--- src/hw/rtl/ssm_pkg.sv ---
// Shared types, widths and helpers for the sorted squares merge block.
// Used by the merge, readout, top-level and checker modules under hw/rtl; depends on nothing else.
`default_nettype none

package ssm_pkg;

    // Field widths fixed by the stream format.
    localparam int SAMPLE_W    = 16;
    localparam int MAG_W       = 17;
    localparam int SQ_W        = 31;
    localparam int IN_TDATA_W  = 16;
    localparam int OUT_TDATA_W = 32;

    // Top-level sequencing.
    typedef enum logic [1:0] {
        TOP_LOAD,
        TOP_MERGE,
        TOP_EMIT
    } t_top_state;

    // Two-pointer merge sequencer.
    typedef enum logic [1:0] {
        MRG_IDLE,
        MRG_READ,
        MRG_CMP,
        MRG_DRAIN
    } t_mrg_state;

    // Result readout sequencer.
    typedef enum logic [1:0] {
        EMT_IDLE,
        EMT_READ,
        EMT_SHOW
    } t_emt_state;

    // Start pulses from the top-level controller.
    typedef struct packed {
        logic mrg_go;
        logic emt_go;
    } t_ssm_ctl;

    // Completion flags back to the top-level controller.
    typedef struct packed {
        logic mrg_done;
        logic emt_done;
    } t_ssm_sts;

    // Absolute value of a signed sample; -32768 maps to 32768.
    function automatic logic [MAG_W-1:0] sample_mag(input logic [SAMPLE_W-1:0] s);
        logic [MAG_W-1:0] ext;
        begin
            ext = {s[SAMPLE_W-1], s};
            sample_mag = s[SAMPLE_W-1] ? (~ext + MAG_W'(1)) : ext;
        end
    endfunction

endpackage

`default_nettype wire

--- src/hw/rtl/ssm_ram.sv ---
// Generic single-write, single-read synchronous RAM with registered read data.
// Stand-alone; instantiated for the sample and square stores.
`default_nettype none

module ssm_ram #(
    parameter int WIDTH = 16,
    parameter int DEPTH = 64,
    localparam int AW   = (DEPTH > 1) ? $clog2(DEPTH) : 1
) (
    input  wire logic             i_clk,
    input  wire logic             i_we,
    input  wire logic [AW-1:0]    i_waddr,
    input  wire logic [WIDTH-1:0] i_wdata,
    input  wire logic [AW-1:0]    i_raddr,
    output logic      [WIDTH-1:0] o_rdata
);

    logic [WIDTH-1:0] r_mem [DEPTH];

    // Write port.
    always_ff @(posedge i_clk) begin
        if (i_we) begin
            r_mem[i_waddr] <= i_wdata;
        end
    end

    // Registered read port.
    always_ff @(posedge i_clk) begin
        o_rdata <= r_mem[i_raddr];
    end

endmodule

`default_nettype wire

--- src/hw/rtl/ssm_merge.sv ---
// Two-pointer merge: walks inward over the sample store, squares the larger
// magnitude and writes it into the square store from the top down. Uses ssm_pkg.
`default_nettype none

module ssm_merge #(
    parameter int DEPTH = 64,
    localparam int AW   = (DEPTH > 1) ? $clog2(DEPTH) : 1,
    localparam int CW   = $clog2(DEPTH + 1)
) (
    input  wire logic                         i_clk,
    input  wire logic                         i_rst_n,
    input  wire logic                         i_go,
    input  wire logic [CW-1:0]                i_count,
    output logic      [AW-1:0]                o_left_addr,
    output logic      [AW-1:0]                o_right_addr,
    input  wire logic [ssm_pkg::SAMPLE_W-1:0] i_left_data,
    input  wire logic [ssm_pkg::SAMPLE_W-1:0] i_right_data,
    output logic                              o_sq_we,
    output logic      [AW-1:0]                o_sq_addr,
    output logic      [ssm_pkg::SQ_W-1:0]     o_sq_data,
    output logic                              o_done
);

    ssm_pkg::t_mrg_state r_state, n_state;

    logic [AW-1:0]               r_left, r_right;
    logic [CW-1:0]               r_rem;
    logic [ssm_pkg::MAG_W-1:0]   r_mag;
    logic [AW-1:0]               r_mag_addr;
    logic                        r_mag_vld;
    logic [ssm_pkg::SQ_W-1:0]    r_sq;
    logic [AW-1:0]               r_sq_addr;
    logic                        r_sq_vld;

    logic [ssm_pkg::MAG_W-1:0]   mag_l, mag_r;
    logic                        take_right;
    logic [2*ssm_pkg::MAG_W-1:0] prod;
    logic                        step_en;
    logic                        drained;

    // Magnitude compare on the registered read data; ties take the left.
    assign mag_l      = ssm_pkg::sample_mag(i_left_data);
    assign mag_r      = ssm_pkg::sample_mag(i_right_data);
    assign take_right = (mag_l < mag_r);
    assign drained    = !r_mag_vld && !r_sq_vld;
    assign prod       = r_mag * r_mag;

    // Next state.
    always_comb begin
        n_state = r_state;
        case (r_state)
            ssm_pkg::MRG_IDLE:  if (i_go) n_state = ssm_pkg::MRG_READ;
            ssm_pkg::MRG_READ:  n_state = ssm_pkg::MRG_CMP;
            ssm_pkg::MRG_CMP:   n_state = (r_rem == CW'(1)) ? ssm_pkg::MRG_DRAIN
                                                            : ssm_pkg::MRG_READ;
            ssm_pkg::MRG_DRAIN: if (drained) n_state = ssm_pkg::MRG_IDLE;
            default:            n_state = ssm_pkg::MRG_IDLE;
        endcase
    end

    // State outputs.
    always_comb begin
        step_en = 1'b0;
        o_done  = 1'b0;
        case (r_state)
            ssm_pkg::MRG_CMP:   step_en = 1'b1;
            ssm_pkg::MRG_DRAIN: o_done  = drained;
            default: begin
                step_en = 1'b0;
                o_done  = 1'b0;
            end
        endcase
    end

    always_ff @(posedge i_clk) begin
        if (!i_rst_n) begin
            r_state   <= ssm_pkg::MRG_IDLE;
            r_mag_vld <= 1'b0;
            r_sq_vld  <= 1'b0;
        end else begin
            r_state   <= n_state;
            r_mag_vld <= step_en;
            r_sq_vld  <= r_mag_vld;
        end
    end

    // Pointer walk: the left pointer moves up, the right one down, one per step.
    always_ff @(posedge i_clk) begin
        if (r_state == ssm_pkg::MRG_IDLE && i_go) begin
            r_left  <= '0;
            r_right <= AW'(i_count - CW'(1));
            r_rem   <= i_count;
        end else if (step_en) begin
            r_rem <= r_rem - CW'(1);
            if (take_right) begin
                if (r_right != '0) begin
                    r_right <= r_right - AW'(1);
                end
            end else begin
                r_left <= r_left + AW'(1);
            end
        end
    end

    // Chosen magnitude, then its square, each behind a register.
    always_ff @(posedge i_clk) begin
        if (step_en) begin
            r_mag      <= take_right ? mag_r : mag_l;
            r_mag_addr <= AW'(r_rem - CW'(1));
        end
        r_sq      <= prod[ssm_pkg::SQ_W-1:0];
        r_sq_addr <= r_mag_addr;
    end

    assign o_left_addr  = r_left;
    assign o_right_addr = r_right;
    assign o_sq_we      = r_sq_vld;
    assign o_sq_addr    = r_sq_addr;
    assign o_sq_data    = r_sq;

endmodule

`default_nettype wire

--- src/hw/rtl/ssm_emit.sv ---
// Result readout: reads the square store from the bottom up and presents each
// square on the output stream. Uses ssm_pkg.
`default_nettype none

module ssm_emit #(
    parameter int DEPTH = 64,
    localparam int AW   = (DEPTH > 1) ? $clog2(DEPTH) : 1,
    localparam int CW   = $clog2(DEPTH + 1)
) (
    input  wire logic                            i_clk,
    input  wire logic                            i_rst_n,
    input  wire logic                            i_go,
    input  wire logic [CW-1:0]                   i_count,
    input  wire logic                            i_overflow,
    output logic      [AW-1:0]                   o_rd_addr,
    input  wire logic [ssm_pkg::SQ_W-1:0]        i_rd_data,
    output logic                                 m_axis_tvalid,
    input  wire logic                            m_axis_tready,
    output logic      [ssm_pkg::OUT_TDATA_W-1:0] m_axis_tdata,
    output logic                                 m_axis_tlast,
    output logic                                 m_axis_tuser,
    output logic                                 o_done
);

    ssm_pkg::t_emt_state r_state, n_state;
    logic [CW-1:0]       r_idx;
    logic                is_final;
    logic                take;

    assign is_final = (r_idx == i_count - CW'(1));
    assign take     = m_axis_tvalid && m_axis_tready;

    // Next state.
    always_comb begin
        n_state = r_state;
        case (r_state)
            ssm_pkg::EMT_IDLE: if (i_go) n_state = ssm_pkg::EMT_READ;
            ssm_pkg::EMT_READ: n_state = ssm_pkg::EMT_SHOW;
            ssm_pkg::EMT_SHOW: begin
                if (take) begin
                    n_state = is_final ? ssm_pkg::EMT_IDLE : ssm_pkg::EMT_READ;
                end
            end
            default:           n_state = ssm_pkg::EMT_IDLE;
        endcase
    end

    // State outputs: the item is shown while the read data register holds it.
    always_comb begin
        m_axis_tvalid = 1'b0;
        o_done        = 1'b0;
        case (r_state)
            ssm_pkg::EMT_SHOW: begin
                m_axis_tvalid = 1'b1;
                o_done        = m_axis_tready && is_final;
            end
            default: begin
                m_axis_tvalid = 1'b0;
                o_done        = 1'b0;
            end
        endcase
    end

    always_ff @(posedge i_clk) begin
        if (!i_rst_n) begin
            r_state <= ssm_pkg::EMT_IDLE;
        end else begin
            r_state <= n_state;
        end
    end

    // Read index counts up from the bottom of the store.
    always_ff @(posedge i_clk) begin
        if (r_state == ssm_pkg::EMT_IDLE && i_go) begin
            r_idx <= '0;
        end else if (r_state == ssm_pkg::EMT_SHOW && take) begin
            r_idx <= r_idx + CW'(1);
        end
    end

    assign o_rd_addr    = r_idx[AW-1:0];
    assign m_axis_tdata = {{(ssm_pkg::OUT_TDATA_W - ssm_pkg::SQ_W){1'b0}}, i_rd_data};
    assign m_axis_tlast = is_final;
    assign m_axis_tuser = i_overflow;

endmodule

`default_nettype wire

--- src/hw/rtl/sorted_squares_merge_top.sv ---
// Top level of the sorted squares merge block: load control, stores and sequencing.
// Depends on ssm_pkg, ssm_ram, ssm_merge and ssm_emit.
//
//   channel  | dir | tdata                      | tlast       | tuser
//   s_axis   | in  | [15:0] value (signed)      | is_last     | -
//   m_axis   | out | [30:0] square, [31] zero   | end_of_run  | dropped_items
//
// Samples are taken while the block is loading; input is held off from the item
// marked last until the final square of that run has been taken.
// Merging steps through a read state and a compare state for each stored sample,
// set by the registered read of the sample stores, then drains the square pipeline
// and its store write. Readout starts in the cycle after the merge reports done.
// Each square then passes through a square store read state, then a show state.
// Reset is synchronous, active low, and returns the block to loading an empty run.
`default_nettype none

module sorted_squares_merge_top #(
    parameter int DEPTH = 64
) (
    input  wire logic                            i_clk,
    input  wire logic                            i_rst_n,
    input  wire logic                            s_axis_tvalid,
    output logic                                 s_axis_tready,
    input  wire logic [ssm_pkg::IN_TDATA_W-1:0]  s_axis_tdata,  // [15:0] value
    input  wire logic                            s_axis_tlast,
    output logic                                 m_axis_tvalid,
    input  wire logic                            m_axis_tready,
    output logic      [ssm_pkg::OUT_TDATA_W-1:0] m_axis_tdata,  // [30:0] square, [31] zero
    output logic                                 m_axis_tlast,
    output logic                                 m_axis_tuser   // [0] dropped_items
);

    localparam int AW = (DEPTH > 1) ? $clog2(DEPTH) : 1;
    localparam int CW = $clog2(DEPTH + 1);

    ssm_pkg::t_top_state r_state, n_state;
    ssm_pkg::t_ssm_ctl   r_ctl;
    ssm_pkg::t_ssm_sts   sts;

    logic [CW-1:0] r_fill;
    logic          r_ovf;
    logic          in_take;
    logic          has_room;

    logic [AW-1:0]               left_addr, right_addr;
    logic [ssm_pkg::SAMPLE_W-1:0] left_data, right_data;
    logic                        sq_we;
    logic [AW-1:0]               sq_waddr, sq_raddr;
    logic [ssm_pkg::SQ_W-1:0]    sq_wdata, sq_rdata;

    assign in_take  = s_axis_tvalid && s_axis_tready;
    assign has_room = (r_fill < CW'(DEPTH));

    // Next state.
    always_comb begin
        n_state = r_state;
        case (r_state)
            ssm_pkg::TOP_LOAD:  if (in_take && s_axis_tlast) n_state = ssm_pkg::TOP_MERGE;
            ssm_pkg::TOP_MERGE: if (sts.mrg_done) n_state = ssm_pkg::TOP_EMIT;
            ssm_pkg::TOP_EMIT:  if (sts.emt_done) n_state = ssm_pkg::TOP_LOAD;
            default:            n_state = ssm_pkg::TOP_LOAD;
        endcase
    end

    // State outputs.
    always_comb begin
        s_axis_tready = 1'b0;
        case (r_state)
            ssm_pkg::TOP_LOAD: s_axis_tready = 1'b1;
            default:           s_axis_tready = 1'b0;
        endcase
    end

    // Control registers: state, start pulses, fill count and overflow flag.
    always_ff @(posedge i_clk) begin
        if (!i_rst_n) begin
            r_state <= ssm_pkg::TOP_LOAD;
            r_ctl   <= '0;
            r_fill  <= '0;
            r_ovf   <= 1'b0;
        end else begin
            r_state      <= n_state;
            r_ctl.mrg_go <= in_take && s_axis_tlast;
            r_ctl.emt_go <= (r_state == ssm_pkg::TOP_MERGE) && sts.mrg_done;
            if (in_take) begin
                if (has_room) begin
                    r_fill <= r_fill + CW'(1);
                end else begin
                    r_ovf <= 1'b1;
                end
            end else if (sts.emt_done) begin
                r_fill <= '0;
                r_ovf  <= 1'b0;
            end
        end
    end

    // Two copies of the sample store give the left and right reads in the same cycle.
    ssm_ram #(.WIDTH(ssm_pkg::SAMPLE_W), .DEPTH(DEPTH)) u_left_ram (
        .i_clk   (i_clk),
        .i_we    (in_take && has_room),
        .i_waddr (r_fill[AW-1:0]),
        .i_wdata (s_axis_tdata[ssm_pkg::SAMPLE_W-1:0]),
        .i_raddr (left_addr),
        .o_rdata (left_data)
    );

    ssm_ram #(.WIDTH(ssm_pkg::SAMPLE_W), .DEPTH(DEPTH)) u_right_ram (
        .i_clk   (i_clk),
        .i_we    (in_take && has_room),
        .i_waddr (r_fill[AW-1:0]),
        .i_wdata (s_axis_tdata[ssm_pkg::SAMPLE_W-1:0]),
        .i_raddr (right_addr),
        .o_rdata (right_data)
    );

    // Square store, written by the merge and read by the readout.
    ssm_ram #(.WIDTH(ssm_pkg::SQ_W), .DEPTH(DEPTH)) u_square_ram (
        .i_clk   (i_clk),
        .i_we    (sq_we),
        .i_waddr (sq_waddr),
        .i_wdata (sq_wdata),
        .i_raddr (sq_raddr),
        .o_rdata (sq_rdata)
    );

    ssm_merge #(.DEPTH(DEPTH)) u_merge (
        .i_clk        (i_clk),
        .i_rst_n      (i_rst_n),
        .i_go         (r_ctl.mrg_go),
        .i_count      (r_fill),
        .o_left_addr  (left_addr),
        .o_right_addr (right_addr),
        .i_left_data  (left_data),
        .i_right_data (right_data),
        .o_sq_we      (sq_we),
        .o_sq_addr    (sq_waddr),
        .o_sq_data    (sq_wdata),
        .o_done       (sts.mrg_done)
    );

    ssm_emit #(.DEPTH(DEPTH)) u_emit (
        .i_clk         (i_clk),
        .i_rst_n       (i_rst_n),
        .i_go          (r_ctl.emt_go),
        .i_count       (r_fill),
        .i_overflow    (r_ovf),
        .o_rd_addr     (sq_raddr),
        .i_rd_data     (sq_rdata),
        .m_axis_tvalid (m_axis_tvalid),
        .m_axis_tready (m_axis_tready),
        .m_axis_tdata  (m_axis_tdata),
        .m_axis_tlast  (m_axis_tlast),
        .m_axis_tuser  (m_axis_tuser),
        .o_done        (sts.emt_done)
    );

endmodule

`default_nettype wire

--- config.mk ---
export PLATFORM = sky130hd
export DESIGN_NAME = sorted_squares_merge_top
export DESIGN_NICKNAME = d
export VERILOG_FILES = /design/src/hw/rtl/ssm_pkg.sv /design/src/hw/rtl/ssm_ram.sv /design/src/hw/rtl/ssm_merge.sv /design/src/hw/rtl/ssm_emit.sv /design/src/hw/rtl/sorted_squares_merge_top.sv
export SDC_FILE = /design/constraint.sdc
export NUM_CORES = 2
export LEC_CHECK = 0
export BUFFER_PORTS_ARGS = -buffer_cell sky130_fd_sc_hd__buf_2
export CAP_MARGIN = 10
export CORE_MARGIN = 1
export CORE_UTILIZATION = 35
export CTS_BUF_LIST = sky130_fd_sc_hd__clkbuf_2
export DETAILED_ROUTE_END_ITERATION = 10
export MAX_ROUTING_LAYER = met4
export SYNTH_ARGS = -nofsm -noshare
export SYNTH_HDL_FRONTEND = slang
export SYNTH_SLANG_ARGS = --single-unit
--- constraint.sdc ---
create_clock -name i_clk -period 8.02 [get_ports i_clk]
set_input_delay 0.802 -clock i_clk [delete_from_list [all_inputs] [get_ports i_clk]]
set_output_delay 0.802 -clock i_clk [all_outputs]
set_load 0.1 [all_outputs]
==> flow_metrics.env <==
export IMPL_peakVddDrop_mv=0.2485
export IMPL_crit_path_frequent_cell="fa_1"
export IMPL_end_kind="register"
export IMPL_route_antenna_remaining_nets=0
export IMPL_synth_top_area_share=0.6687
export IMPL_totalWireLength_mm=366.2
export IMPL_synth_warnings=0
export IMPL_status="completed"
export IMPL_wire_per_inst_um=28.50
export IMPL_max_freq_mhz=150.6
export IMPL_hold_viol=0
export IMPL_placementRows=226
export IMPL_ctsRootBufferMaster="clkbuf_2"
export IMPL_fp_dieH_um=620.3
export IMPL_viasPerCell=5.529
export IMPL_cp_slowest_stage_delay_ns=0.94
export IMPL_grt_max_degree=137
export IMPL_postCtsSetupRepairBufs=0
export IMPL_worst_hold_startpoint="s_axis_tdata[3]"
export IMPL_yosysTopAreaCell="edfxtp_1"
export IMPL_ys_top_cells_by_area="edfxtp_1 (67%), mux4_2 (19%), fa_1 (2.8%)"
export IMPL_cp_max_fo=17
export IMPL_slowest_stage="edfxtp_1"
export IMPL_grt_pass1_wl_mm=519.5
export IMPL_start_util=0.3524
export IMPL_insertion_delay_ns=1.85
export IMPL_syn_inst=6592
export IMPL_tightestPinTransition_ns=1.245
export IMPL_gp_congestion=0.8466
export IMPL_grt_overflow_total=0
export IMPL_min_delay_path_depth=2
export IMPL_grt_pass1_vias=73360
export IMPL_worstPathArrival_ns=8.28
export IMPL_max_slew_margin=0.1701
export IMPL_clk_path_buf_depth=4
export IMPL_timing_critical_path_buf_inv=5
export IMPL_drt_first_pass_iters=5
export IMPL_setup_viol=0
export IMPL_rr_endpoint="u_merge.o_sq_data[28]$_DFF_P_"
export IMPL_synth_ff_type="edfxtp_1"
export IMPL_io_buffers=54
export IMPL_layout_min_cycle_time_ns=6.642
export IMPL_io_pins=57
export IMPL_reg2reg_slack_ns=1.38
export IMPL_power_density_mw_per_mm2=248.6
export IMPL_crit_chain="nand2_1, fa_1, inv_1, fa_1, inv_1, fa_1, inv_1, fa_1, fa_1, inv_1, fa_1, inv_1, ha_1, and2_1, a221oi_1, and3_1, or4_4, a311o_1, xnor2_1"
export IMPL_rsz0062_at_grt="false"
export IMPL_max_cap_viol_count=0
export IMPL_synthArstFlopShare=0
export IMPL_wl_met2_mm=177.9
export IMPL_placedCellCount=11490
export IMPL_finalInstanceArea_mm2=0.1485
export IMPL_r2r_cells=19
export IMPL_syn_to_final_growth_pct=10.95
export IMPL_die_w_um=620.3
export IMPL_fin_util=0.3910
export IMPL_syn_area_per_cell_um2=20.30
export IMPL_vias=71060
export IMPL_yosysUniqueCellTypes=66
export IMPL_htree_levels=6
export IMPL_die_area_mm2=0.3848
export IMPL_wl_met3_mm=29.90
export IMPL_period_share=0.8282
export IMPL_netlist_area_mm2=0.1338
export IMPL_crit_type="register to register"
export IMPL_core_area_mm2=0.3798
export IMPL_path_delay_family="adder cells"
export IMPL_drive_gt1_frac=0.3512
export IMPL_cts_resized=0
export IMPL_worst_hold_slack_ns=0.1785
export IMPL_hp_class="primary input to register"
export IMPL_hpwl_mm=200.9
export IMPL_post_dp_cell_area_mm2=0.1414
export IMPL_cts_made_buffers=750
export IMPL_start_kind="register"
export IMPL_drtIter0Drc=7896
export IMPL_crit_required_ns=9.66
export IMPL_highest_layer="met4"
export IMPL_final_max_slew_viol_count=0
export IMPL_cts_tree="built"
export IMPL_r2r_start="u_merge.r_mag[7]$_DFFE_PP_"
export IMPL_grt_usage=0.1934
export IMPL_ys_ff_latch=3109
export IMPL_fin_tns_setup_ns=0
export IMPL_clk_pin_slew_ns=0.15
export IMPL_layout_cells_non_filler=12850
export IMPL_min_to="u_right_ram.r_mem[49][3]$_DFFE_PP_"
export IMPL_finalNetCount=7592
export IMPL_synth_edf_count=2980
export IMPL_clock_sinks=3109
export IMPL_drc_errors=0
export IMPL_leakage_nw=47.92
export IMPL_antenna_found_initial=22
export IMPL_finalClockSkew_ns=0.1823
export IMPL_ys_seq_area_frac=0.6880
export IMPL_drt_met1_wl_mm=145.2
[worst max-delay path by stage]
stage,to,startpoint,cells past startpoint
after global routing,u_merge.o_sq_data[28]$_DFF_P_,u_merge.r_mag[7]$_DFFE_PP_,19
after CTS,u_merge.o_sq_data[28]$_DFF_P_,u_merge.r_mag[7]$_DFFE_PP_,19
after global placement,u_merge.o_sq_data[28]$_DFF_P_,u_merge.r_mag[2]$_DFFE_PP_,20
after floorplan,u_merge.o_sq_data[28]$_DFF_P_,u_merge.r_mag[10]$_DFFE_PP_,21
after detailed placement,u_merge.o_sq_data[28]$_DFF_P_,u_merge.r_mag[7]$_DFFE_PP_,19
final,u_merge.o_sq_data[28]$_DFF_P_,u_merge.r_mag[7]$_DFFE_PP_,19
[Yosys cell counts, types with 5 or more instances]
master and n:
edfxtp_1 2980, mux4_2 1112, inv_1 309, nand2_1 226, clkbuf_1 217, nor2_1 216
fa_1 190, a22oi_1 156, mux2i_1 132, dfxtp_1 129, ha_1 123, buf_2 111
o221ai_1 64, and2_1 59, buf_1 58, a21oi_1 56, xnor2_1 55, o22ai_1 49
xor2_1 44, nand3_1 41, o21ai_0 27, nor2b_1 22, nand3b_1 20, a31oi_1 19
a221oi_1 18, a21o_1 13, nand2b_1 13, nor3_1 12, o31ai_1 12, nand4_1 10
or3_1 9, buf_4 7, o21ai_1 7, and3_1 6, or2_2 6, nor3b_1 5
o21bai_1 5
[metal layers]
layer,track usage,vias to the layer above
met1,0.2504,37890
met2,0.3059,3537
met3,0.03518,651
li1,-,28980
met4,0.07042,0
met5,-,-
[sequential cells by signal (all words and copies together), names as in the netlist]
signal and flops:
u_merge.r_state 2, u_merge.o_sq_data 30, u_emit.r_idx 7, u_merge.o_left_addr 6
u_merge.r_mag 17, u_emit.r_state 2, r_state 2, u_square_ram.r_mem 1920
r_ovf 1, u_right_ram.r_mem 1024, u_square_ram.o_rdata 30, r_fill 7
u_merge.r_mag_addr 6, r_ctl 2, u_right_ram.o_rdata 16, u_merge.o_sq_we 1
u_merge.r_rem 7, u_left_ram.o_rdata 16, u_merge.o_right_addr 6, u_merge.r_mag_vld 1
u_merge.o_sq_addr 6
[timing repair]
action | 4_1_cts | 5_1_grt
endpoints found under the hold margin | 1065 | 45
hold buffers | 26 | 3
endpoints found under the setup margin | 0 | 0
[final cells by class]
type                            count  area (um^2)
Antenna cell                       19        47.55
Sequential cell                  3109        92140
Inverter                          309         1160
Clock inverter                    205         1130
Multi-Input combinational cell   2784        39730
Tap cell                         5016         6276
Fill cell                       34370       231300
Timing Repair Buffer              304         2457
Clock buffer                     1105         5530
[stage by stage]
| step | power [W] | setup WS [ns] |
|---|---|---|
| 5_1_grt | 0.03858 | 1.149 |
| 4_1_cts | 0.03721 | 1.475 |
| 3_5_place_dp | 0.02695 | 1.527 |
| 6_report | 0.03691 | 1.378 |
| 2_1_floorplan | 0.02427 | 2.112 |
| 3_3_place_gp | 0.02672 | 1.489 |
[where the power goes]
group | total (W) | internal [W] | switching [W]
Combinational | 0.00703 | 0.00235 | 0.00469
Clock | 0.0103 | 0.00401 | 0.00632
Sequential | 0.0195 | 0.0193 | 0.000231
[cells by family after synthesis]
kind of cell / share of synthesized area
adders and majority gates: 0.03992
xor gates and xnor gates: 0.006601
buffers and inverters: 0.02092
other: 0.00005612
muxes: 0.1972
AOI/OAI and AO/OA: 0.02426
DFF: 0.6880
and+or+nand+nor: 0.02305
[cells in the final DEF (no fill, tap or decap), types with 12 or more instances in the layout]
cell type      netlist  final
dlygate4sd3_1        0     29
buf_12               0     19
nor2_2               0     48
o22ai_1             49     49
nand3b_1            20     20
a22oi_1            156    156
clkinv_2             0     16
ha_1               123    123
dfxtp_1            129     91
nor2_4               0     78
nor2b_1             22     19
and2_1              59     58
a21o_1              13     13
fa_1               190    190
a221oi_1            18     18
edfxtp_1          2980   2980
a31oi_1             19     19
dfxtp_2              0     30
buf_2              111     54
diode_2              0     19
nand2b_1            13     12
clkbuf_2             0   1105
nand3_1             41     41
xnor2_1             55     55
mux2i_1            132    132
inv_2                0     17
mux4_2            1112   1112
a21oi_1             56     56
o21ai_0             27     27
buf_4                7    202
nor2_1             216     90
clkinv_1             0    148
o31ai_1             12     12
xor2_1              44     44
nand2_1            226    226
o221ai_1            64     64
inv_1              309    309
Note: power is estimated with default switching activity, not from simulation.
